<file path="config.mk">
export PLATFORM = sky130hd
export DESIGN_NAME = seven_segment_frame_builder
export DESIGN_NICKNAME = d
export VERILOG_FILES = /design/src/rtl/core/ssfb_pkg.sv /design/src/rtl/core/ssfb_cfg_regs.sv /design/src/rtl/core/ssfb_encode.sv /design/src/rtl/core/ssfb_serializer.sv /design/src/rtl/core/seven_segment_frame_builder.sv
export SDC_FILE = /design/constraint.sdc
export NUM_CORES = 1
export LEC_CHECK = 0
export ABC_AREA = 1
export BUFFER_PORTS_ARGS = -buffer_cell sky130_fd_sc_hd__buf_2
export CAP_MARGIN = 0
export CORE_AREA = 2 2 104 106
export CTS_CLUSTER_DIAMETER = 50
export DETAILED_ROUTE_END_ITERATION = 6
export DIE_AREA = 0 0 106 108
export GPL_TIMING_DRIVEN = 0
export PLACE_DENSITY = 0.75
export SETUP_SLACK_MARGIN = 0.02
export SLEW_MARGIN = 5
export SYNTH_ARGS = -nofsm -noshare
export SYNTH_HDL_FRONTEND = slang
export SYNTH_SLANG_ARGS = --single-unit
</file>
<file path="constraint.sdc">
create_clock -name clk -period 10.55 [get_ports clk]
set_input_delay 1.055 -clock clk [delete_from_list [all_inputs] [get_ports clk]]
set_output_delay 1.055 -clock clk [all_outputs]
set_load 0.02 [all_outputs]
</file>
<file path="src/rtl/core/ssfb_pkg.sv">
// Shared types, register indexes, reset values and the segment table
// for the seven-segment frame builder. No dependencies.
package ssfb_pkg;

  localparam int unsigned CFG_INDEX_W = 2;

  typedef enum logic [CFG_INDEX_W-1:0] {
    CFG_DATA_COMMAND    = 2'd0,
    CFG_ADDRESS_COMMAND = 2'd1,
    CFG_DISPLAY_CONTROL = 2'd2
  } cfg_index_t;

  localparam logic [7:0] DATA_COMMAND_RST    = 8'h40;
  localparam logic [7:0] ADDRESS_COMMAND_RST = 8'hC0;
  localparam logic [7:0] DISPLAY_CONTROL_RST = 8'h88;

  localparam logic [7:0] SEG_BLANK = 8'h00;
  localparam logic [7:0] SEG_MINUS = 8'h40;

  // Number of display positions in the digit frame.
  localparam int unsigned NUM_POS = 4;

  typedef struct packed {
    logic [7:0] data_command;
    logic [7:0] address_command;
    logic [7:0] display_control;
  } cfg_t;

  // Segment bytes for the four display positions, position 0 first.
  typedef struct packed {
    logic [NUM_POS-1:0][7:0] seg;
  } digit_frame_t;

  function automatic logic [7:0] seg_code(input logic [3:0] digit);
    logic [7:0] code;
    case (digit)
      4'd0:    code = 8'h3F;
      4'd1:    code = 8'h30;
      4'd2:    code = 8'h5B;
      4'd3:    code = 8'h79;
      4'd4:    code = 8'h74;
      4'd5:    code = 8'h6D;
      4'd6:    code = 8'h6F;
      4'd7:    code = 8'h38;
      4'd8:    code = 8'h7F;
      4'd9:    code = 8'h7D;
      default: code = SEG_BLANK;
    endcase
    return code;
  endfunction

endpackage

</file>
<file path="src/rtl/core/ssfb_cfg_regs.sv">
// Command byte registers of the frame builder, written over the
// configuration channel. Depends on ssfb_pkg.
module ssfb_cfg_regs (
  input  logic                            clk,
  input  logic                            rst,
  input  logic                            cfg_valid,
  output logic                            cfg_ready,
  input  logic [ssfb_pkg::CFG_INDEX_W-1:0] cfg_index,
  input  logic [7:0]                      cfg_data,
  output ssfb_pkg::cfg_t                  cfg
);
  import ssfb_pkg::*;

  logic cfg_write;

  assign cfg_ready = 1'b1;
  assign cfg_write = cfg_valid && cfg_ready;

  // An index outside the register list is accepted and dropped.
  always_ff @(posedge clk) begin
    if (rst) begin
      cfg.data_command    <= DATA_COMMAND_RST;
      cfg.address_command <= ADDRESS_COMMAND_RST;
      cfg.display_control <= DISPLAY_CONTROL_RST;
    end else if (cfg_write) begin
      case (cfg_index)
        CFG_DATA_COMMAND:    cfg.data_command    <= cfg_data;
        CFG_ADDRESS_COMMAND: cfg.address_command <= cfg_data;
        CFG_DISPLAY_CONTROL: cfg.display_control <= cfg_data;
        default: ;
      endcase
    end
  end

endmodule

</file>
<file path="src/rtl/core/ssfb_encode.sv">
// Input register and digit encoder: clamps the held value to -999..999 and
// forms the four segment bytes of the digit frame. Depends on ssfb_pkg.
module ssfb_encode (
  input  logic                   clk,
  input  logic                   rst,
  input  logic                   in_valid,
  output logic                   in_stall,
  input  logic signed [15:0]     value,
  output logic                   enc_valid,
  input  logic                   enc_take,
  output ssfb_pkg::digit_frame_t enc_frame
);
  import ssfb_pkg::*;

  localparam logic signed [15:0] VAL_MAX = 16'sd999;
  localparam logic signed [15:0] VAL_MIN = -16'sd999;

  logic               full;
  logic signed [15:0] value_q;
  logic               load_in;

  logic signed [15:0] clamped;
  logic               neg;
  logic [15:0]        abs_val;
  logic [9:0]         mag;
  logic [17:0]        prod_tens;
  logic [15:0]        prod_hund;
  logic [6:0]         quot_ten;
  logic [3:0]         hund;
  logic [9:0]         ten_quot_ten;
  logic [9:0]         rem_units;
  logic [6:0]         ten_hund;
  logic [6:0]         rem_tens;
  logic [7:0]         seg0;
  logic [7:0]         seg1;
  logic [7:0]         seg2;
  logic [7:0]         sign_byte;

  assign in_stall  = full && !enc_take;
  assign load_in   = in_valid && !in_stall;
  assign enc_valid = full;

  always_ff @(posedge clk) begin
    if (rst) begin
      full <= 1'b0;
    end else if (load_in) begin
      full <= 1'b1;
    end else if (enc_take) begin
      full <= 1'b0;
    end
  end

  always_ff @(posedge clk) begin
    if (load_in) begin
      value_q <= value;
    end
  end

  // Division by ten and by one hundred use reciprocal products that are
  // exact over the clamped magnitude range 0..999.
  always_comb begin
    if (value_q > VAL_MAX) begin
      clamped = VAL_MAX;
    end else if (value_q < VAL_MIN) begin
      clamped = VAL_MIN;
    end else begin
      clamped = value_q;
    end
    neg          = clamped[15];
    abs_val      = neg ? 16'(-clamped) : 16'(clamped);
    mag          = abs_val[9:0];
    prod_tens    = {8'd0, mag} * 18'd205;
    prod_hund    = {6'd0, mag} * 16'd41;
    quot_ten     = prod_tens[17:11];
    hund         = prod_hund[15:12];
    ten_quot_ten = {quot_ten, 3'b000} + {2'b00, quot_ten, 1'b0};
    rem_units    = mag - ten_quot_ten;
    ten_hund     = {hund, 3'b000} + {2'b00, hund, 1'b0};
    rem_tens     = quot_ten - ten_hund;
    seg0         = seg_code(rem_units[3:0]);
    seg1         = seg_code(rem_tens[3:0]);
    seg2         = seg_code(hund);
    sign_byte    = neg ? SEG_MINUS : SEG_BLANK;

    enc_frame.seg[0] = seg0;
    if (mag < 10'd10) begin
      enc_frame.seg[1] = sign_byte;
      enc_frame.seg[2] = SEG_BLANK;
      enc_frame.seg[3] = SEG_BLANK;
    end else if (mag < 10'd100) begin
      enc_frame.seg[1] = seg1;
      enc_frame.seg[2] = sign_byte;
      enc_frame.seg[3] = SEG_BLANK;
    end else begin
      enc_frame.seg[1] = seg1;
      enc_frame.seg[2] = seg2;
      enc_frame.seg[3] = sign_byte;
    end
  end

endmodule

</file>
<file path="src/rtl/core/ssfb_serializer.sv">
// Frame register and byte sequencer: sends the seven bytes of one display
// write with their start, stop and last markers. Depends on ssfb_pkg.
module ssfb_serializer (
  input  logic                   clk,
  input  logic                   rst,
  input  ssfb_pkg::cfg_t         cfg,
  input  logic                   enc_valid,
  output logic                   enc_take,
  input  ssfb_pkg::digit_frame_t enc_frame,
  output logic                   out_valid,
  input  logic                   out_stall,
  output logic [7:0]             frame_byte,
  output logic                   start_before,
  output logic                   stop_after,
  output logic                   last
);
  import ssfb_pkg::*;

  localparam logic [2:0] BYTE_DATA_CMD  = 3'd0;
  localparam logic [2:0] BYTE_ADDR_CMD  = 3'd1;
  localparam logic [2:0] BYTE_POS0      = 3'd2;
  localparam logic [2:0] BYTE_POS1      = 3'd3;
  localparam logic [2:0] BYTE_POS2      = 3'd4;
  localparam logic [2:0] BYTE_POS3      = 3'd5;
  localparam logic [2:0] BYTE_LAST      = 3'd6;

  logic         busy;
  logic [2:0]   cnt;
  digit_frame_t frame;
  logic         out_fire;
  logic         done;

  assign out_valid = busy;
  assign out_fire  = busy && !out_stall;
  assign done      = out_fire && (cnt == BYTE_LAST);
  // The next frame loads in the same cycle that the last byte leaves.
  assign enc_take  = enc_valid && (!busy || done);

  always_ff @(posedge clk) begin
    if (rst) begin
      busy <= 1'b0;
      cnt  <= BYTE_DATA_CMD;
    end else if (enc_take) begin
      busy <= 1'b1;
      cnt  <= BYTE_DATA_CMD;
    end else if (done) begin
      busy <= 1'b0;
      cnt  <= BYTE_DATA_CMD;
    end else if (out_fire) begin
      cnt  <= cnt + 3'd1;
    end
  end

  always_ff @(posedge clk) begin
    if (enc_take) begin
      frame <= enc_frame;
    end
  end

  always_comb begin
    start_before = 1'b0;
    stop_after   = 1'b0;
    last         = 1'b0;
    case (cnt)
      BYTE_DATA_CMD: begin
        frame_byte   = cfg.data_command;
        start_before = 1'b1;
        stop_after   = 1'b1;
      end
      BYTE_ADDR_CMD: begin
        frame_byte   = cfg.address_command;
        start_before = 1'b1;
      end
      BYTE_POS0: frame_byte = frame.seg[0];
      BYTE_POS1: frame_byte = frame.seg[1];
      BYTE_POS2: frame_byte = frame.seg[2];
      BYTE_POS3: begin
        frame_byte = frame.seg[3];
        stop_after = 1'b1;
      end
      BYTE_LAST: begin
        frame_byte   = cfg.display_control;
        start_before = 1'b1;
        stop_after   = 1'b1;
        last         = 1'b1;
      end
      default: frame_byte = SEG_BLANK;
    endcase
  end

`ifndef ASSERT_OFF
  a_cnt_range: assert property (@(posedge clk) disable iff (rst)
    busy |-> (cnt <= BYTE_LAST))
    else $error("byte counter beyond the last byte of a frame");

  a_cnt_step: assert property (@(posedge clk) disable iff (rst)
    (out_fire && (cnt != BYTE_LAST)) |=> (busy && (cnt == 3'($past(cnt) + 3'd1))))
    else $error("byte counter did not advance after a transaction");

  a_hold_stall: assert property (@(posedge clk) disable iff (rst)
    (busy && out_stall) |=> (busy && $stable(cnt)))
    else $error("sequencer moved while the output was stalled");

  a_last_flag: assert property (@(posedge clk) disable iff (rst)
    (out_valid && last) |-> (start_before && stop_after))
    else $error("last byte is not framed by start and stop");
`endif

endmodule

</file>
<file path="src/rtl/core/seven_segment_frame_builder.sv">
// Seven-segment frame builder, top level.
// A value passes the input register, then the frame register, before its first byte is valid.
// Bytes leave one per cycle while out_stall is low, set by the output sequencer;
// the input register takes the next value while the current frame is sent.
// Reset: synchronous rst empties both stages and loads the command registers
// with 0x40, 0xC0 and 0x88.
module seven_segment_frame_builder (
  input  logic                            clk,
  input  logic                            rst,
  input  logic                            in_valid,
  output logic                            in_stall,
  input  logic signed [15:0]              value,
  output logic                            out_valid,
  input  logic                            out_stall,
  output logic [7:0]                      frame_byte,
  output logic                            start_before,
  output logic                            stop_after,
  output logic                            last,
  input  logic                            cfg_valid,
  output logic                            cfg_ready,
  input  logic [ssfb_pkg::CFG_INDEX_W-1:0] cfg_index,
  input  logic [7:0]                      cfg_data
);
  import ssfb_pkg::*;

  cfg_t         cfg;
  logic         enc_valid;
  logic         enc_take;
  digit_frame_t enc_frame;

  ssfb_cfg_regs u_cfg_regs (
    .clk       (clk),
    .rst       (rst),
    .cfg_valid (cfg_valid),
    .cfg_ready (cfg_ready),
    .cfg_index (cfg_index),
    .cfg_data  (cfg_data),
    .cfg       (cfg)
  );

  ssfb_encode u_encode (
    .clk       (clk),
    .rst       (rst),
    .in_valid  (in_valid),
    .in_stall  (in_stall),
    .value     (value),
    .enc_valid (enc_valid),
    .enc_take  (enc_take),
    .enc_frame (enc_frame)
  );

  ssfb_serializer u_serializer (
    .clk          (clk),
    .rst          (rst),
    .cfg          (cfg),
    .enc_valid    (enc_valid),
    .enc_take     (enc_take),
    .enc_frame    (enc_frame),
    .out_valid    (out_valid),
    .out_stall    (out_stall),
    .frame_byte   (frame_byte),
    .start_before (start_before),
    .stop_after   (stop_after),
    .last         (last)
  );

endmodule
</file>
Word-level counts from Yosys, hierarchy flattened:

Memory sizes are Yosys's and may differ from the RTL's. A register that Yosys moved wholly into a read port is not among the register bits.
Index checks and enable logic that the tools add are counted.

* register bits after elaboration: 76
* input bits: 31
* bits in latches: 0
* memory bits (writable): 0
* output and inout bits: 14
* memories kept: 3
* bits in read-only memories: 336

* reduce and logical (&&, ||, !) cells: 21
* divide/modulo/power cells: 0
* bitwise logic cells: 0
* $lt $le $gt $ge: 4
* muxes and demuxes: 14
* shifts and indexed selects: 0
* equal/unequal tests: 8
* add/sub/neg operators: 6
* $mul: 2

Memories
* (no name shown): depth 16, bits a word 7, rd ports 1, clocked after memory_dff 1, wr ports 0, RTL line ssfb_pkg.sv:36 `case (digit)`
* (no name shown): depth 16, bits a word 7, rd ports 1, clocked after memory_dff 0, wr ports 0, RTL line ssfb_pkg.sv:36
* (no name shown): depth 16, bits a word 7, rd ports 1, clocked after memory_dff 0, wr ports 0, RTL line ssfb_pkg.sv:36

Operators with widths (count)
* $pmux W8 S7: 1
* $mux W16: 3
* $gt A16 B11 Y1 const B: 1
* $lt A16 B11 Y1 const B: 1
* $mul A10 B6 Y16 const B: 1
* $mul A10 B8 Y15 const B: 1
* $lt A10 B4 Y1 const B: 1
* $lt A10 B7 Y1 const B: 1
* $mux W10: 1
* $neg A10 Y10: 1
* $eq A3 B3 Y1 const B: 3
* $reduce_or A3 Y1: 3
* $add A4 B4 Y4: 2
* $mux W8: 1
* $sub A4 B4 Y4: 2
* $mux W1: 7
* $mux W7: 1
* $eq A3 B2 Y1 const B: 2
* $reduce_and A2 Y1: 3
* $logic_and A1 B1 Y1: 5
* $logic_not A1 Y1: 4
* $reduce_bool A2 Y1: 2
* $add A3 B1 Y3 const B: 1
* $eq A3 B1 Y1 const B: 1
* 6 further kinds: 6

Longest topological paths before layout:

An unclocked memory read counts as a cell.

* word-level depth: 11
* gate-level depth with buffers: 43

Cells and area by module:

Synthesis repeated with hierarchy kept, for this count alone.

* cell total of the unflattened synthesis: 890
* area, all modules: 7041.8 µm²

Modules (own cells, without submodules)
* ssfb_encode: cells an instance 547, times used 1, area an instance 4229.1 µm², sequential area each 500.5 µm²
* ssfb_serializer: cells an instance 193, times used 1, area an instance 1741.7 µm², sequential area each 1041.0 µm²
* ssfb_cfg_regs: cells an instance 150, times used 1, area an instance 1071.0 µm², sequential area each 480.5 µm²

Least setup slack after synthesis:

Ideal clock, no wire load.

* path kind: reg2reg
* from: register u_encode.value_q[2]
* to: register u_serializer.frame[8] (netlist name) (data pin)
* data arrival time: 6.694 ns
* setup slack: 3.604 ns
* library setup time: 0.253 ns
* cell stages (with the launch flop): 40
* cells stage by stage: edfxtp_1 > o311ai_0 > nand4_1 > nand4_1 > ha_1 > nor2_1 > nand2_2 > inv_2 > ha_1 > inv_1 > nor3_1 > nand3_1 > nand2_1 > xor2_1 > inv_1 > ha_1 > inv_1 > fa_1 > [... 4 more ...] > inv_1 > ha_1 > a21oi_1 > nor2_1 > nor2_1 > nand2_1 > a21o_1 > xor2_1 > inv_1 > ha_1 > inv_1 > or2_2 > nand2_1 > inv_1 > nand2_1 > o21ai_0 > nor2_1 > nor2_1

* cells in the longest elaborated chain, start to end: 11
* elaborated cells between the ends (all ways): 14

Ends and longest elaborated chain
* from (decl): RTL line ssfb_encode.sv:19 `logic signed [15:0] value_q;`
* from (signal assigned): RTL line ssfb_encode.sv:55 `value_q <= value;`
* $lt A16 B11 Y1: RTL line ssfb_encode.sv:64 `end else if (value_q < VAL_MIN) begin`
* $mux W16: RTL line ssfb_encode.sv:64
* $mux W16 (*): RTL line ssfb_encode.sv:62 `if (value_q > VAL_MAX) begin`
* $neg A10 Y10: RTL line ssfb_encode.sv:70 `abs_val = neg ? 16'(-clamped) : 16'(clamped);`
* $mux W10 (*): RTL line ssfb_encode.sv:70
* $mul A10 B6 Y16: RTL line ssfb_encode.sv:73 `prod_hund = {6'd0, mag} * 16'd41;`
* $add A4 B4 Y4: RTL line ssfb_encode.sv:78 `ten_hund = {hund, 3'b000} + {2'b00, hund, 1'b0};`
* $sub A4 B4 Y4: RTL line ssfb_encode.sv:79 `rem_tens = quot_ten - ten_hund;`
* $mem_v2 Z16 W7
* $mux W16: RTL line ssfb_encode.sv:90 `end else if (mag < 10'd100) begin`
* $mux W8 (*): RTL line ssfb_encode.sv:86 `if (mag < 10'd10) begin`
* to (signal assigned): RTL line ssfb_serializer.sv:56 `frame <= enc_frame;`
* to (decl): RTL line ssfb_serializer.sv:29 `digit_frame_t frame;`

Every way passes the cells marked *; elsewhere a longest branch is shown, timed or not.
A chain may end at the register's enable or synchronous reset.

Worst setup path after layout:

* from: register u_encode.value_q[2]
* to: register u_serializer.frame[13] (netlist name) (data pin)

Same word-level chain as after synthesis.

==> summary.txt <==
Run
  – # Max-Cap Violations: 0

Global route
  – Tot GR Track Use: between 20% and 30%
  – First-pass GRT wire length: around 22000 um
  – Largest net degree at the start of global routing: 23
  – Initial antenna violation count: 0
  – Routing usage on met2: 41.89%
  – GRT met1 Usage: 29.64%
  – GRT busiest layer: met2
  – Met3 capacity usage during global routing: between 4 and 5%
  – Vias in the first global route: around 5000
  – Total gr overflow: 0

Timing
  – Max Fclk: around 120 MHz
  – Tcrit/Tclk final: 77.16%
  – Final Skew: approximately 11 ps
  – Hold_ws: about 460 ps
  – Rel. slew slack: between 20 and 30%
  – Post-route setup TNS: 0 ps
  – Final Max Tran Viols: 0
  – Tightest Pin Transition: about 1100 ps
  – Worst setup margin: approximately 2400 ps
  – Final setup vio count: 0
  – Final hold viol count: 0
  – Fin crit period: 8141 ps
  – RSZ-0062 raised after global routing: no

Synth
  – Main area contributors after synthesis: ha_1 22%, edfxtp_1 19%, dfxtp_1 9.6%
  – Mapped Avg Cell Area: a little over 8 um^2
  – Synth top area share: a little over a fifth
  – Post-Syn Instances: roughly 740
  – Register area share after synthesis: roughly 28%
  – Post-synth EDFFs: 38
  – Synthesized cell area: 0.006076 mm^2
  – Post-synth top flop: edfxtp_1
  – Yosys top cell by area: ha_1
  – Synthesized netlist net count: about 890
  – Number of distinct library cells after synthesis: 47
  – Async SR Flop Fraction: 0%
  – Yosys warns: 0
  – Top-count cell post-synth: nand2_1
  – Yosys reg bits: 67
  – Top post-synthesis cells by count: 134 x nand2_1, 126 x inv_1, 106 x ha_1

Setup path
  – Most frequent CP cell: inv_1
  – Crit path launch: u_encode.value_q[2]$_DFFE_PP_
  – R2R Setup Slk: ~2400 ps
  – Worst Path Max Fanout: 8
  – Worst path slowest cell: fa_1
  – CP Capture Type: flip-flop
  – Worst Setup Start Kind: flip-flop
  – Reg-to-Reg Start: u_encode.value_q[2]$_DFFE_PP_
  – Worst reg2reg path endpoint: u_serializer.frame[13]$_SDFFCE_PP0P_
  – CP arrival: 8340 ps
  – Worst-case reg-to-reg path depth: 40
  – Crit path largest cell delay: around 560 ps
  – Kind of critical path: flip-flop to flip-flop
  – Required time of the critical path: between 10000 and 15000 ps

Run status
  – Status: complete, no violations

Min path
  – Hold Crit Start: u_cfg_regs.cfg[1]$_SDFFE_PP0P_
  – Min-Delay Endpoint: u_cfg_regs.cfg[1]$_SDFFE_PP0P_
  – HP Class: flip-flop to flip-flop
  – Hold depth: 2

Detailed routing
  – Via count: just under 5000
  – Post-Route WL: between 10000 and 15000 um
  – Via density: 5.257
  – Antenna-violating nets left: 0
  – DRC violations left: 0
  – Iteration-0 DRC Markers: between 200 and 300
  – WL/cell: around 14 um
  – Drt pass-1 iters: 5

Clocking
  – CTS H-tree depth: 3
  – Hold-fix buffers at CTS: 0
  – Later-pin clock latency in the skew report: between 300 and 400 ps
  – CTS sink count: 67
  – Num CTS Buffers: 9
  – Post-CTS sizing: 0
  – Max Buffers Root-to-Sink: 2
  – Clk root buf: clkbuf_8
  – TritonCTS clock tree: done
  – Clock slew at reported path FFs: around 80 ps
  – Setup Buffers After CTS: 0

Placed design
  – Input/output buffers: 43
  – Routability cong.: roughly 0.89
  – Dpl cell area: 0.006461 mm^2
  – DP Wirelength: 10300 um
  – Setup WS pre-CTS: around 2500 ps

Finish
  – Final Instance Area: approximately 0.0067 mm^2
  – P&R area growth vs syn: 9.782%
  – Final nets: approximately 950
  – Share of cells above drive strength 1: a little over an eighth
  – Ant diodes: 0
  – Multi-input logic area: approximately 0.0038 mm^2
  – Fillcell total: 854
  – Reg area: about 0.0017 mm^2

Die
  – # IOs: 45
  – Die span in y: 108 um
  – Starting density of the core: around 59%
  – Die Span X: between 100 and 150 um
  – Die area: around 0.011 mm^2
  – FP Rows: 37
  – Core area: 0.01023 mm^2
## kinds of logic after synthesis
kind of cell | count (synthesis) | share of synthesized area [%]
AND/OR/NAND/NOR | 300 | 22.78
buffers and inverters | 135 | 8.525
adder cells (fa/ha/maj) | 127 | 28.75
AO/OA/AOI/OAI | 91 | 8.938
flip-flops | 67 | 28.34
XOR/XNOR | 14 | 2.451
other | 1 | 0.06172
multiplexers | 1 | 0.1648
## cell type report
type | instances | area share, %
flip-flops and latches | 67 | 25.81
well taps | 136 | 2.551
multi-input cells | 534 | 57.51
clock inverters | 2 | 0.2063
plain buffers | 5 | 0.4502
inverters | 130 | 7.316
clock buffers | 14 | 2.926
repair buffers | 43 | 3.226
## layout by cell type, fill, tap and decap left out, drive strengths merged, types with 2 or more instances in the layout
master	count
a21o	3
a21oi	22
a221oi	8
buf	45
clkbuf	17
clkinv	2
dfxtp	29
edfxtp	38
fa	21
ha	106
inv	130
nand2	154
nand3	35
nand4	9
nor2	85
nor3	7
o21a	2
o21ai	48
or2	7
xnor2	5
xor2	9
## flip-flops by register name, indices dropped and copies added (netlist names)
| signal | flops |
|---|---|
| u_cfg_regs.cfg | 24 |
| u_serializer.cnt | 3 |
| u_encode.value_q | 16 |
| u_serializer.out_valid | 1 |
| u_encode.enc_valid | 1 |
| u_serializer.frame | 22 |
## worst max path at each step
stage	endpoint	slack (ps)
2_1_floorplan	u_serializer.frame[8]$_SDFFCE_PP0P_	3600
3_3_place_gp	u_serializer.frame[10]$_SDFFCE_PP0P_	2700
3_5_place_dp	u_serializer.frame[13]$_SDFFCE_PP0P_	2470
4_1_cts	u_serializer.frame[13]$_SDFFCE_PP0P_	2430
5_1_grt	u_serializer.frame[8]$_SDFFCE_PP0P_	1700
6_report	u_serializer.frame[13]$_SDFFCE_PP0P_	2410
## through the flow
stage                     std cells  util (%)
after floorplan                 736         -
after global placement          915     63.15
after detailed placement        915     63.15
after CTS                       931     65.20
after global routing            931     65.20
final                           931     65.20
## worst max-delay path: cells and delay by family (launching register included)
kind	cells	cell delay (ps)
adder cells (fa/ha/maj)	8	3030
XOR/XNOR	2	490
AO/OA/AOI/OAI	3	730
buffers and inverters	11	1060
AND/OR/NAND/NOR	16	2260
flip-flops	1	410
## layer usage
metal	part of all wire (%)	wire length (um)
met1	46	5747
met2	48	6078
met3	4.2	534
met4	1.8	232
met5	0	0
Power is left out: the tool's default activity adds up to more than one toggle a clock period on the data nets, which glitch-free logic cannot reach.
